<file path="src/design/lhc_pkg.sv">
package lhc_pkg;

    // FNV-1a
    localparam logic [31:0] FNV_BASIS = 32'd2166136261;

    // Default depth of the hash queue between front and back
    localparam int QUEUE_DEPTH = 2;

    // Saturation / value mapping, Q0.16 (0.62 + 0.30*sb/255, 0.68 + 0.22*vb/255)
    localparam logic [15:0] S_BASE     = 16'd40632;
    localparam logic [23:0] S_SPAN     = 24'd19661;
    localparam logic [15:0] V_BASE     = 16'd44564;
    localparam logic [23:0] V_SPAN     = 24'd14418;
    localparam logic [23:0] RND_255    = 24'd127;
    localparam logic [31:0] RND_65535  = 32'd32767;

    // Tinted hue bands: floor on saturation, cap on value
    localparam logic [15:0] S_BAND_MIN = 16'd53739;
    localparam logic [15:0] V_BAND_MAX = 16'd48496;

    typedef enum logic [3:0] {
        B_IDLE,
        B_MUL_SV,
        B_DIV_SV,
        B_CLAMP,
        B_MUL_C,
        B_DIV_C,
        B_FIX_C,
        B_MUL_X,
        B_DIV_X,
        B_EMIT
    } t_back_state;

    typedef struct packed {
        logic        valid;
        logic [31:0] hash;
    } t_q_head;

    // floor(n/255) for n < 255*2^16: n*257/2^16 undershoots by under one, so one fixup
    function automatic logic [15:0] div255(input logic [23:0] n);
        logic [32:0] p;
        logic [16:0] q0;
        logic [24:0] prod;
        logic [24:0] rem;
        p    = {9'd0, n} + {1'b0, n, 8'd0};
        q0   = p[32:16];
        prod = {q0, 8'd0} - {8'd0, q0};
        rem  = {1'b0, n} - prod;
        if (rem >= 25'd255) begin
            q0 = q0 + 17'd1;
        end
        return q0[15:0];
    endfunction

endpackage

</file>
<file path="src/design/lhc_front.sv">
module lhc_front (
    input  logic        i_clk,
    input  logic        i_rst_n,
    input  logic        i_valid,
    output logic        o_stall,
    input  logic [7:0]  i_key_byte,
    input  logic        i_last_byte,
    output logic        o_push,
    output logic [31:0] o_push_hash,
    input  logic        i_q_full
);

    logic [31:0] r_hash;
    logic [31:0] n_hash;
    logic [31:0] mix;
    logic [31:0] folded;
    logic        accept;

    // prime = 2^24 + 0x193
    assign mix    = r_hash ^ {24'd0, i_key_byte};
    assign folded = mix + (mix << 1) + (mix << 4) + (mix << 7) + (mix << 8) + (mix << 24);

    assign o_stall     = i_q_full;
    assign accept      = i_valid && !i_q_full;
    assign o_push      = accept && i_last_byte;
    assign o_push_hash = folded;

    always_comb begin
        n_hash = r_hash;
        if (accept) begin
            n_hash = i_last_byte ? lhc_pkg::FNV_BASIS : folded;
        end
    end

    always_ff @(posedge i_clk) begin
        if (!i_rst_n) begin
            r_hash <= lhc_pkg::FNV_BASIS;
        end else begin
            r_hash <= n_hash;
        end
    end

endmodule

</file>
<file path="src/design/lhc_queue.sv">
module lhc_queue #(
    parameter int DEPTH = lhc_pkg::QUEUE_DEPTH
) (
    input  logic             i_clk,
    input  logic             i_rst_n,
    input  logic             i_push,
    input  logic [31:0]      i_push_hash,
    output logic             o_full,
    output lhc_pkg::t_q_head o_head,
    input  logic             i_pop
);

    localparam int AW = $clog2(DEPTH);
    localparam int CW = $clog2(DEPTH + 1);

    logic [31:0]   r_mem [DEPTH];
    logic [AW-1:0] r_wr_ptr;
    logic [AW-1:0] r_rd_ptr;
    logic [CW-1:0] r_count;
    logic          do_push;
    logic          do_pop;

    assign o_full      = (r_count == CW'(DEPTH));
    assign o_head.valid = (r_count != '0);
    assign o_head.hash  = r_mem[r_rd_ptr];

    assign do_push = i_push && !o_full;
    assign do_pop  = i_pop && o_head.valid;

    always_ff @(posedge i_clk) begin
        if (do_push) begin
            r_mem[r_wr_ptr] <= i_push_hash;
        end
    end

    always_ff @(posedge i_clk) begin
        if (!i_rst_n) begin
            r_wr_ptr <= '0;
            r_rd_ptr <= '0;
            r_count  <= '0;
        end else begin
            if (do_push) begin
                r_wr_ptr <= (r_wr_ptr == AW'(DEPTH - 1)) ? '0 : r_wr_ptr + AW'(1);
            end
            if (do_pop) begin
                r_rd_ptr <= (r_rd_ptr == AW'(DEPTH - 1)) ? '0 : r_rd_ptr + AW'(1);
            end
            if (do_push && !do_pop) begin
                r_count <= r_count + CW'(1);
            end else if (do_pop && !do_push) begin
                r_count <= r_count - CW'(1);
            end
        end
    end

endmodule

</file>
<file path="src/design/lhc_back.sv">
module lhc_back (
    input  logic             i_clk,
    input  logic             i_rst_n,
    input  lhc_pkg::t_q_head i_head,
    output logic             o_pop,
    output logic             o_valid,
    input  logic             i_stall,
    output logic [31:0]      o_key_hash,
    output logic [15:0]      o_red,
    output logic [15:0]      o_green,
    output logic [15:0]      o_blue
);

    lhc_pkg::t_back_state r_state;
    lhc_pkg::t_back_state n_state;

    logic [31:0] r_hash;
    logic [23:0] r_ns;
    logic [23:0] r_nv;
    logic        r_band;
    logic [2:0]  r_sector;
    logic [7:0]  r_w;
    logic [15:0] r_qs;
    logic [15:0] r_qv;
    logic [15:0] r_s;
    logic [15:0] r_v;
    logic [31:0] r_prod;
    logic [15:0] r_q0;
    logic [15:0] r_c;
    logic [23:0] r_nx;
    logic [15:0] r_x;

    logic        r_o_valid;
    logic [31:0] r_o_hash;
    logic [15:0] r_o_red;
    logic [15:0] r_o_green;
    logic [15:0] r_o_blue;

    logic        out_free;
    logic        load_out;

    // hue decode
    logic [7:0]  h8;
    logic [7:0]  hw;
    logic [10:0] t6;
    logic [2:0]  sector;
    logic [10:0] sec_base;
    logic [7:0]  rem;
    logic        band;

    // divide by 65535
    logic [47:0] sum48;
    logic [32:0] rem33;

    // clamp
    logic [15:0] s_raw;
    logic [15:0] v_raw;

    // channel build
    logic [15:0] m;
    logic [15:0] hi;
    logic [15:0] mid;
    logic [15:0] lo;

    assign out_free = !r_o_valid || !i_stall;

    always_comb begin
        n_state = r_state;
        case (r_state)
            lhc_pkg::B_IDLE:   if (i_head.valid) n_state = lhc_pkg::B_MUL_SV;
            lhc_pkg::B_MUL_SV: n_state = lhc_pkg::B_DIV_SV;
            lhc_pkg::B_DIV_SV: n_state = lhc_pkg::B_CLAMP;
            lhc_pkg::B_CLAMP:  n_state = lhc_pkg::B_MUL_C;
            lhc_pkg::B_MUL_C:  n_state = lhc_pkg::B_DIV_C;
            lhc_pkg::B_DIV_C:  n_state = lhc_pkg::B_FIX_C;
            lhc_pkg::B_FIX_C:  n_state = lhc_pkg::B_MUL_X;
            lhc_pkg::B_MUL_X:  n_state = lhc_pkg::B_DIV_X;
            lhc_pkg::B_DIV_X:  n_state = lhc_pkg::B_EMIT;
            lhc_pkg::B_EMIT:   if (out_free) n_state = lhc_pkg::B_IDLE;
            default:           n_state = lhc_pkg::B_IDLE;
        endcase
    end

    always_comb begin
        o_pop    = 1'b0;
        load_out = 1'b0;
        case (r_state)
            lhc_pkg::B_IDLE: o_pop    = i_head.valid;
            lhc_pkg::B_EMIT: load_out = out_free;
            default: begin
                o_pop    = 1'b0;
                load_out = 1'b0;
            end
        endcase
    end

    // sector = floor(6*h/255), with full hue wrapping to zero
    always_comb begin
        h8   = r_hash[7:0];
        hw   = (h8 == 8'd255) ? 8'd0 : h8;
        t6   = {1'b0, hw, 2'b00} + {2'b00, hw, 1'b0};
        band = h8 inside {[8'd0:8'd5], [8'd29:8'd51], [8'd220:8'd255]};
        if (t6 >= 11'd1275) begin
            sector = 3'd5;
        end else if (t6 >= 11'd1020) begin
            sector = 3'd4;
        end else if (t6 >= 11'd765) begin
            sector = 3'd3;
        end else if (t6 >= 11'd510) begin
            sector = 3'd2;
        end else if (t6 >= 11'd255) begin
            sector = 3'd1;
        end else begin
            sector = 3'd0;
        end
        sec_base = {sector, 8'd0} - {8'd0, sector};
        rem      = 8'(t6 - sec_base);
    end

    assign sum48 = {16'd0, r_prod} + {r_prod, 16'd0};
    assign rem33 = {1'b0, r_prod} + {17'd0, r_q0} - {1'b0, r_q0, 16'd0};

    always_comb begin
        s_raw = lhc_pkg::S_BASE + r_qs;
        v_raw = lhc_pkg::V_BASE + r_qv;
        if (r_band && s_raw < lhc_pkg::S_BAND_MIN) begin
            s_raw = lhc_pkg::S_BAND_MIN;
        end
        if (r_band && v_raw > lhc_pkg::V_BAND_MAX) begin
            v_raw = lhc_pkg::V_BAND_MAX;
        end
    end

    assign m   = r_v - r_c;
    assign hi  = r_v;
    assign mid = r_x + m;
    assign lo  = m;

    always_ff @(posedge i_clk) begin
        if (!i_rst_n) begin
            r_state <= lhc_pkg::B_IDLE;
        end else begin
            r_state <= n_state;
        end
    end

    always_ff @(posedge i_clk) begin
        case (r_state)
            lhc_pkg::B_IDLE: begin
                r_hash <= i_head.hash;
            end
            lhc_pkg::B_MUL_SV: begin
                r_ns     <= lhc_pkg::S_SPAN * {16'd0, r_hash[15:8]} + lhc_pkg::RND_255;
                r_nv     <= lhc_pkg::V_SPAN * {16'd0, r_hash[23:16]} + lhc_pkg::RND_255;
                r_band   <= band;
                r_sector <= sector;
                r_w      <= sector[0] ? 8'd255 - rem : rem;
            end
            lhc_pkg::B_DIV_SV: begin
                r_qs <= lhc_pkg::div255(r_ns);
                r_qv <= lhc_pkg::div255(r_nv);
            end
            lhc_pkg::B_CLAMP: begin
                r_s <= s_raw;
                r_v <= v_raw;
            end
            lhc_pkg::B_MUL_C: begin
                r_prod <= {16'd0, r_v} * {16'd0, r_s} + lhc_pkg::RND_65535;
            end
            lhc_pkg::B_DIV_C: begin
                r_q0 <= sum48[47:32];
            end
            lhc_pkg::B_FIX_C: begin
                r_c <= (rem33 >= 33'd65535) ? r_q0 + 16'd1 : r_q0;
            end
            lhc_pkg::B_MUL_X: begin
                r_nx <= {8'd0, r_c} * {16'd0, r_w} + lhc_pkg::RND_255;
            end
            lhc_pkg::B_DIV_X: begin
                r_x <= lhc_pkg::div255(r_nx);
            end
            default: begin
            end
        endcase
    end

    // output register
    always_ff @(posedge i_clk) begin
        if (!i_rst_n) begin
            r_o_valid <= 1'b0;
        end else if (load_out) begin
            r_o_valid <= 1'b1;
        end else if (!i_stall) begin
            r_o_valid <= 1'b0;
        end
    end

    always_ff @(posedge i_clk) begin
        if (load_out) begin
            r_o_hash <= r_hash;
            case (r_sector)
                3'd0: begin r_o_red <= hi;  r_o_green <= mid; r_o_blue <= lo;  end
                3'd1: begin r_o_red <= mid; r_o_green <= hi;  r_o_blue <= lo;  end
                3'd2: begin r_o_red <= lo;  r_o_green <= hi;  r_o_blue <= mid; end
                3'd3: begin r_o_red <= lo;  r_o_green <= mid; r_o_blue <= hi;  end
                3'd4: begin r_o_red <= mid; r_o_green <= lo;  r_o_blue <= hi;  end
                default: begin r_o_red <= hi; r_o_green <= lo; r_o_blue <= mid; end
            endcase
        end
    end

    assign o_valid    = r_o_valid;
    assign o_key_hash = r_o_hash;
    assign o_red      = r_o_red;
    assign o_green    = r_o_green;
    assign o_blue     = r_o_blue;

endmodule

</file>
<file path="src/design/label_hash_color_top.sv">
// Channel   | Direction | Handshake           | Beat payload
// ----------+-----------+---------------------+-------------------------------------
// key in    | in        | i_valid / o_stall   | i_key_byte, i_last_byte
// color out | out       | o_valid / i_stall   | o_key_hash, o_red, o_green, o_blue
//
// Key bytes are taken one per cycle while o_stall is low; the FNV-1a fold is a
// shift-add of the running hash. Each finished hash goes through a short queue to the
// color sequencer, which per key does a pop, eight arithmetic steps and an output load
// before taking the next; keys that come faster fill the queue and then see o_stall.
// Reset is synchronous, active low; the running hash returns to the offset basis.
// i_stall holds the output register; the sequencer waits in its last step meanwhile.
module label_hash_color_top #(
    parameter int QUEUE_DEPTH = lhc_pkg::QUEUE_DEPTH
) (
    input  logic        i_clk,
    input  logic        i_rst_n,
    input  logic        i_valid,
    output logic        o_stall,
    input  logic [7:0]  i_key_byte,
    input  logic        i_last_byte,
    output logic        o_valid,
    input  logic        i_stall,
    output logic [31:0] o_key_hash,
    output logic [15:0] o_red,
    output logic [15:0] o_green,
    output logic [15:0] o_blue
);

    // front -> queue
    logic        push;
    logic [31:0] push_hash;
    logic        q_full;

    // queue -> back
    lhc_pkg::t_q_head q_head;
    logic             pop;

    // Front: folds each byte into the running hash, pushes the hash on the last byte.
    lhc_front u_front (
        .i_clk       (i_clk),
        .i_rst_n     (i_rst_n),
        .i_valid     (i_valid),
        .o_stall     (o_stall),
        .i_key_byte  (i_key_byte),
        .i_last_byte (i_last_byte),
        .o_push      (push),
        .o_push_hash (push_hash),
        .i_q_full    (q_full)
    );

    // Finished hashes waiting for the color sequencer.
    lhc_queue #(
        .DEPTH (QUEUE_DEPTH)
    ) u_queue (
        .i_clk       (i_clk),
        .i_rst_n     (i_rst_n),
        .i_push      (push),
        .i_push_hash (push_hash),
        .o_full      (q_full),
        .o_head      (q_head),
        .i_pop       (pop)
    );

    // Back: hash -> HSV -> RGB, one step per cycle unless i_stall holds the output, into the output register.
    lhc_back u_back (
        .i_clk      (i_clk),
        .i_rst_n    (i_rst_n),
        .i_head     (q_head),
        .o_pop      (pop),
        .o_valid    (o_valid),
        .i_stall    (i_stall),
        .o_key_hash (o_key_hash),
        .o_red      (o_red),
        .o_green    (o_green),
        .o_blue     (o_blue)
    );

endmodule

</file>
<file path="config.mk">
export PLATFORM = sky130hd
export DESIGN_NAME = label_hash_color_top
export DESIGN_NICKNAME = d
export VERILOG_FILES = /design/src/design/lhc_pkg.sv /design/src/design/lhc_front.sv /design/src/design/lhc_queue.sv /design/src/design/lhc_back.sv /design/src/design/label_hash_color_top.sv
export SDC_FILE = /design/constraint.sdc
export NUM_CORES = 2
export LEC_CHECK = 0
export ABC_AREA = 1
export BUFFER_PORTS_ARGS = -buffer_cell sky130_fd_sc_hd__buf_2
export CAP_MARGIN = 25
export CORE_MARGIN = 4
export CORE_UTILIZATION = 38
export CTS_CLUSTER_DIAMETER = 200
export CTS_CLUSTER_SIZE = 8
export DETAILED_ROUTE_END_ITERATION = 16
export HOLD_SLACK_MARGIN = 0.12
export PLACE_DENSITY_LB_ADDON = 0.15
export SETUP_SLACK_MARGIN = 0.3
export SYNTH_ARGS = -nofsm -noshare
export SYNTH_HDL_FRONTEND = slang
export SYNTH_HIERARCHICAL = 1
export SYNTH_SLANG_ARGS = --single-unit
</file>
<file path="constraint.sdc">
create_clock -name i_clk -period 7.2 [get_ports i_clk]
set_input_delay 0.36 -clock i_clk [delete_from_list [all_inputs] [get_ports i_clk]]
set_output_delay 0.36 -clock i_clk [all_outputs]
set_load 0.03 [all_outputs]
</file>
Yosys cells after proc, flatten, opt, wreduce, memory -nomap -nowiden
Memories as Yosys holds them, arrays and structs flattened. A register that Yosys moved wholly into a read port is not among the register bits.
Index checks and enable logic that the tools add are counted.

storage, ports and cells
  register bits after elaboration = 349
  bits in writable memories = 64
  logic and storage cells = 159
  memories = 1

memories
  name           depth  width  rd ports  clocked after Yosys merged registers in  wr ports  RTL line         source
  u_queue.r_mem  2      32     1         1                                        1         lhc_queue.sv:16  logic [31:0] r_mem [DEPTH];

cells by class
  $add $sub $neg = 37
  multiply operators = 4
  magnitude comparators = 17
  equality and inequality tests = 18
  mux-type cells = 28
  bitwise gates (word level) = 1
  reductions and logical operators = 29

operator list
  kind                                                                  number
  adder 32 bit                                                          5
  adder 24 x 32 -> 33 bit                                               3
  one-hot mux 16 bit (2 select lines)                                   3
  greater-or-equal comparator 25 x 8 -> 1 bit (second input constant)   3
  subtractor 24 x 25 -> 25 bit                                          3
  subtractor 25 x 17 -> 25 bit                                          3
  adder 16 x 1 -> 16 bit (second input constant)                        4
  2-to-1 mux 16 bit                                                     4
  adder 32 x 48 -> 48 bit                                               1
  one-hot mux 4 bit (10 select lines)                                   1
  adder 32 x 16 -> 33 bit                                               1
  greater-or-equal comparator 33 x 16 -> 1 bit (second input constant)  1
  subtractor 33 x 32 -> 33 bit                                          1
  adder 16 bit (first input constant)                                   2
  adder 32 x 15 -> 32 bit (second input constant)                       1
  multiplier 16 x 16 -> 32 bit                                          1
  2-to-1 mux 32 bit                                                     1
  XOR 32 x 8 -> 32 bit                                                  1
  adder 23 x 7 -> 24 bit (second input constant)                        1
  adder 24 x 7 -> 24 bit (second input constant)                        1
  multiplier 16 x 8 -> 24 bit                                           1
  adder 22 x 7 -> 23 bit (second input constant)                        1
  multiplier 15 x 8 -> 23 bit (first input constant)                    1
  greater-or-equal comparator 11 x 10 -> 1 bit (second input constant)  2
  45 further kinds                                                      88

Depth between registers and ports, before layout
  depth in word-level cells = 13
  gate-level depth with buffers = 37

Hierarchy
Netlist, hierarchy kept.

by module, submodules not included
  module     instances  cells an instance  area an instance (µm²)  sequential area each (µm²)
  lhc_back   1          5,852              45,197.1                10,159.7
  lhc_front  1          835                5,850.6                 640.6
  lhc_queue  1          137                2,711.4                 2,021.9

Worst setup path after synthesis
Ideal clock, no wire load.

  path kind = register to register
  start = reg u_back.r_v[6] (netlist: u_back/hi[6])
  end = reg u_back.r_prod[26], data pin
  setup time = 0.258 ns
  arrival = 5.734 ns
  slack = 1.208 ns
  cell stages (with the launch flop) = 23
  clock period less this slack = 5.992 ns
  path through = edfxtp_1 > clkbuf_1 > clkbuf_1 > nand2_1 > fa_1 > inv_1 > fa_1 > fa_1 > inv_1 > fa_1 > fa_1 > inv_1 > fa_1 > ha_1 > a21oi_1 > inv_1 > a21oi_1 > a21boi_0 > o21ai_0 > a21oi_1 > o21ai_0 > a21oi_1 > xnor2_1

on the way
  cells in the longest elaborated chain, start to end = 2

RTL lines
  element                       RTL line         source
  start: declaration            lhc_back.sv:26   logic [15:0] r_v;
  start signal: assignment      lhc_back.sv:165  r_v <= v_raw;
  multiplier 16 x 16 -> 32 bit  lhc_back.sv:168  r_prod <= {16'd0, r_v} * {16'd0, r_s} + lhc_pkg::RND_65535;
  adder 32 x 15 -> 32 bit       lhc_back.sv:168
  end signal: assignment        lhc_back.sv:168
  end: declaration              lhc_back.sv:27   logic [31:0] r_prod;

No other way between the ends.
A chain may end at the register's enable or synchronous reset.

Worst setup path in the final report
  start = reg u_back.r_v[12] (netlist: u_back/hi[12])
  end = reg u_back.r_prod[30], data pin

Same word-level chain as after synthesis.

==> results.txt <==
* Cell count of the worst hold path: 6
* Fin. max-slew vios: 0
* Post-synthesis sequential area ratio: 23.85%
- Measured against its own limit, the worst slew margin works out to 35.07%.
* Total inserted antenna cells: 0
- Clock skew: 0.06862 ns
- Root buffer selected by CTS: clkbuf_16
- Crit. End Element: flop
- After technology mapping, the gate count stands at 6,824.
- Walking the worst path, the cells encountered are nand2_1 > fa_1 > inv_1 > fa_1 > inv_1 > fa_1 > fa_1 > fa_1 > inv_1 > fa_1 > ha_1 > a21oi_1 > inv_1 > a21oi_1 > o21a_1 > o21ai_0 > a21oi_1 > o21bai_1 > a21oi_1 > xor2_1.
* Number of cells traversed by the worst register-to-register path: 20
- The startpoint identified for the worst hold timing path is i_valid.
- TritonCTS built the clock tree.
- After global routing the overflow that remains totals 0.
* Effective utilization at floorplan: 38.39%
* CP dominant cell by count: fa_1
* Drt total wl: 151.0 mm
* Share of cells above drive strength 1: 5.022%
- The critical path is of the flop to flop type.
- Initial DRC Count: 2,608
- After the flow finishes, the layout carries non-filler instances totaling 8,826.
- After clock tree synthesis, the repair step resized 0 gates.
* Number of input and output port buffers inserted: 94
* Reg2Reg Launch Point: u_back/hi[12]
- Routed vias: 43,568
* Worst skew pair latency: 0.70 ns
- Relative to the synthesized area, the layout overhead comes to 8.500%.
- The run finished with clean final reports.
- Number of unique standard cell types used by synthesis: 70
* Post-synth top area cell: edfxtp_1
- The first TritonRoute pass finished after 6 iterations.
* Number of antenna-violating nets in the routed design: 0
* Worst R2R End: u_back/r_prod[30]
* Final setup viols: 0
- Max FO, Critical Path: 18
- Commonest cells post-synth: 1,667 x nand2_1, 1,445 x inv_1, 622 x ha_1
- Average wire per standard cell: 17.10 um
* Proportion of register bits with asynchronous set or reset after synthesis: 0%
- Synthesized flop and latch total: 441
* Largest cells by area after synthesis: edfxtp_1 22%, fa_1 16%, ha_1 14%
* Overall track demand over capacity in global routing: 20.55%
* Site Rows: 137
- Clock-pin slew was measured on the worst setup and hold paths at 0.05 ns.
- Type of element launching the critical path: flop
* DIE AREA: 147,600 sq um
- Largest net degree at the start of global routing: 49
* Fraction of synthesized cell area taken by the top area cell type: 22.29%
- The H-tree was split into 2 levels.
* HP Class: primary input to flop
- The first global-routing pass estimated 241.4 mm of wire.
- Flop2flop setup slack: 0.81 ns
- Data arrives at the worst endpoint at 6.78 ns.
- The final hold violation count was 0.
- Ratio of final minimum period to clock period: 88.80%
* CP max stage delay: 0.97 ns
* Total clock buffers created by CTS: 61
- Unrepaired setup endpoints after global routing: no
* Number of DRC violations after detailed routing: 0
- Die span in x: 384.1 um
* Top FF cell, synth: edfxtp_1
* Transition time of the tightest slew-check pin: 0.9707 ns
- Min Clock Period, post-route: 6.393 ns
* Placed Instances: 8,712
* Library cell with the highest instance count after synthesis: nand2_1
* NumNets Final: 7,969
* RD Place Congestion: 0.8915
- Via-per-instance ratio: 4.936
* Count of flip-flops with a built-in enable after synthesis: 399
* Initial antenna violation count: 1
* Die extent in y: 384.1 um
- Number of buffers on the longest clock path: 3
* Final HPWL DP: 125.1 mm
- Fmax: 156.4 MHz
- During I/O placement, the number of pins put on the boundary was 95.
- In this run the standard cell core region covers 140,000 sq um.
* Worst Hold Endpoint: u_front/r_hash[19]
- In this run the mean area of a mapped cell was 7.878 sq um.
- Data on the critical path is required at its endpoint by 7.58 ns.
* Count of clock tree sinks: 441
- Library cell contributing the largest single delay on the critical path: edfxtp_1
- Number of violations of the max-capacitance limit: 0
- Via count of the first global-routing pass: 43,824
- Startpoint of the worst setup timing path: u_back/hi[12]
- Sum of negative setup slack: 0 ns
- Yosys warning count: 6
- In this run the cell area of the synthesized design comes to 53,760 sq um.
## final cells by class
type,count,area [sq um]
clock inverter,4,98.84
tap,1876,2347
multi-input combinational,4800,34960
timing repair buffer,147,955.9
sequential,441,12820
fill,14423,81720
clock buffer,100,1673
inverter,1458,5473
## how the worst max path moves through the flow
stage / endpoint / slack (ns) / cells past startpoint
2_1_floorplan: u_back/r_prod[26] / 1.21 / 22
3_3_place_gp: u_back/r_prod[26] / 0.79 / 20
3_5_place_dp: u_back/r_prod[26] / 0.79 / 20
4_1_cts: u_back/r_prod[26] / 0.73 / 20
5_1_grt: u_back/r_qs[1] / 0.35 / 29
6_report: u_back/r_prod[30] / 0.81 / 20
## critical path, delay by kind of cell, from the launching register on
family | cells | cell delay, ns
adder cells (fa/ha/maj) | 7 | 3.44
AO/OA/AOI/OAI | 7 | 1.19
flip-flops | 1 | 0.97
buffers and inverters | 4 | 0.22
AND/OR/NAND/NOR | 1 | 0.19
XOR/XNOR | 1 | 0.10
## layer usage
metal / routed length [um] / global-route usage, % / up-vias / part of all wire, %
met2: 73310 / 35.99 / 852 / 49
met5: 0 / 0 / - / 0
met3: 6036 / 1.950 / 169 / 4.0
met4: 3491 / 5.070 / 0 / 2.3
met1: 68120 / 27.25 / 20777 / 45
li1: - / - / 21770 / -
## what timing repair did
item,CTS,global route
setup buffers,0,6
setup endpoints to repair,0,1
endpoints found under the hold margin,11,0
hold buffers,3,0
## cells by family (layout without fill, tap and decap cells)
group	after synthesis	in the layout	synth area share [%]
AO/OA/AOI/OAI	667	667	7.187
XOR/XNOR	305	305	4.983
multiplexers	32	32	0.8798
adder cells (fa/ha/maj)	1047	1047	30.30
flip-flops	441	441	23.85
other	1	2	0.006976
AND/OR/NAND/NOR	2747	2747	21.54
buffers and inverters	1584	1709	11.25
## placed cells by master (no fill, tap or decap), types with 8 or more instances in the layout
cell,synthesis,layout
dfxtp_1,42,41
nand2_2,17,17
nor2_1,434,427
a21oi_1,318,317
nor2_4,4,8
nand4_1,78,78
or2_2,11,11
clkbuf_16,0,61
fa_1,425,425
a31oi_1,23,23
xnor2_1,103,103
nand3_2,11,11
nand3b_1,27,27
o21ai_2,12,12
inv_2,11,11
ha_1,622,622
clkbuf_1,110,39
nand2_1,1667,1667
buf_4,3,46
a211oi_1,8,8
o21ai_0,148,148
nor2_2,11,14
buf_2,3,94
nor4_1,22,22
xor2_1,201,201
edfxtp_1,399,399
and2_1,13,13
nor3_1,90,87
mux2_4,30,30
o221ai_1,16,16
nand3_1,342,342
o21bai_1,23,23
a21o_1,28,28
inv_1,1445,1445
o21a_1,20,20
o211ai_1,34,34
## registers in the layout, indices dropped and copies added, names as in the netlist, 22 cells and up, named ones only
register	flops
u_back/o_key_hash	32
u_back/r_nx	23
u_back/r_nv	22
u_front/r_hash	32
u_back/r_ns	23
u_queue/r_mem	64
u_back/r_prod	32
u_back/r_hash	32
## through the flow
stage / setup slack [ns] / util [%] / hold WS [ns] / area (sq um)
floorplan: 1.208 / - / 0.4003 / 53760
detailed placement: 0.7911 / 40.31 / 0.4054 / 56450
global placement: 0.7934 / 40.25 / 0.4041 / 56370
finish: 0.8067 / 41.65 / 0.2406 / 58330
global route: 0.3453 / 41.65 / 0.2375 / 58330
CTS: 0.7287 / 41.60 / 0.1860 / 58260
Power is not shown: default switching activity piles up to over one toggle a cycle in this logic, so the estimate is an artifact.
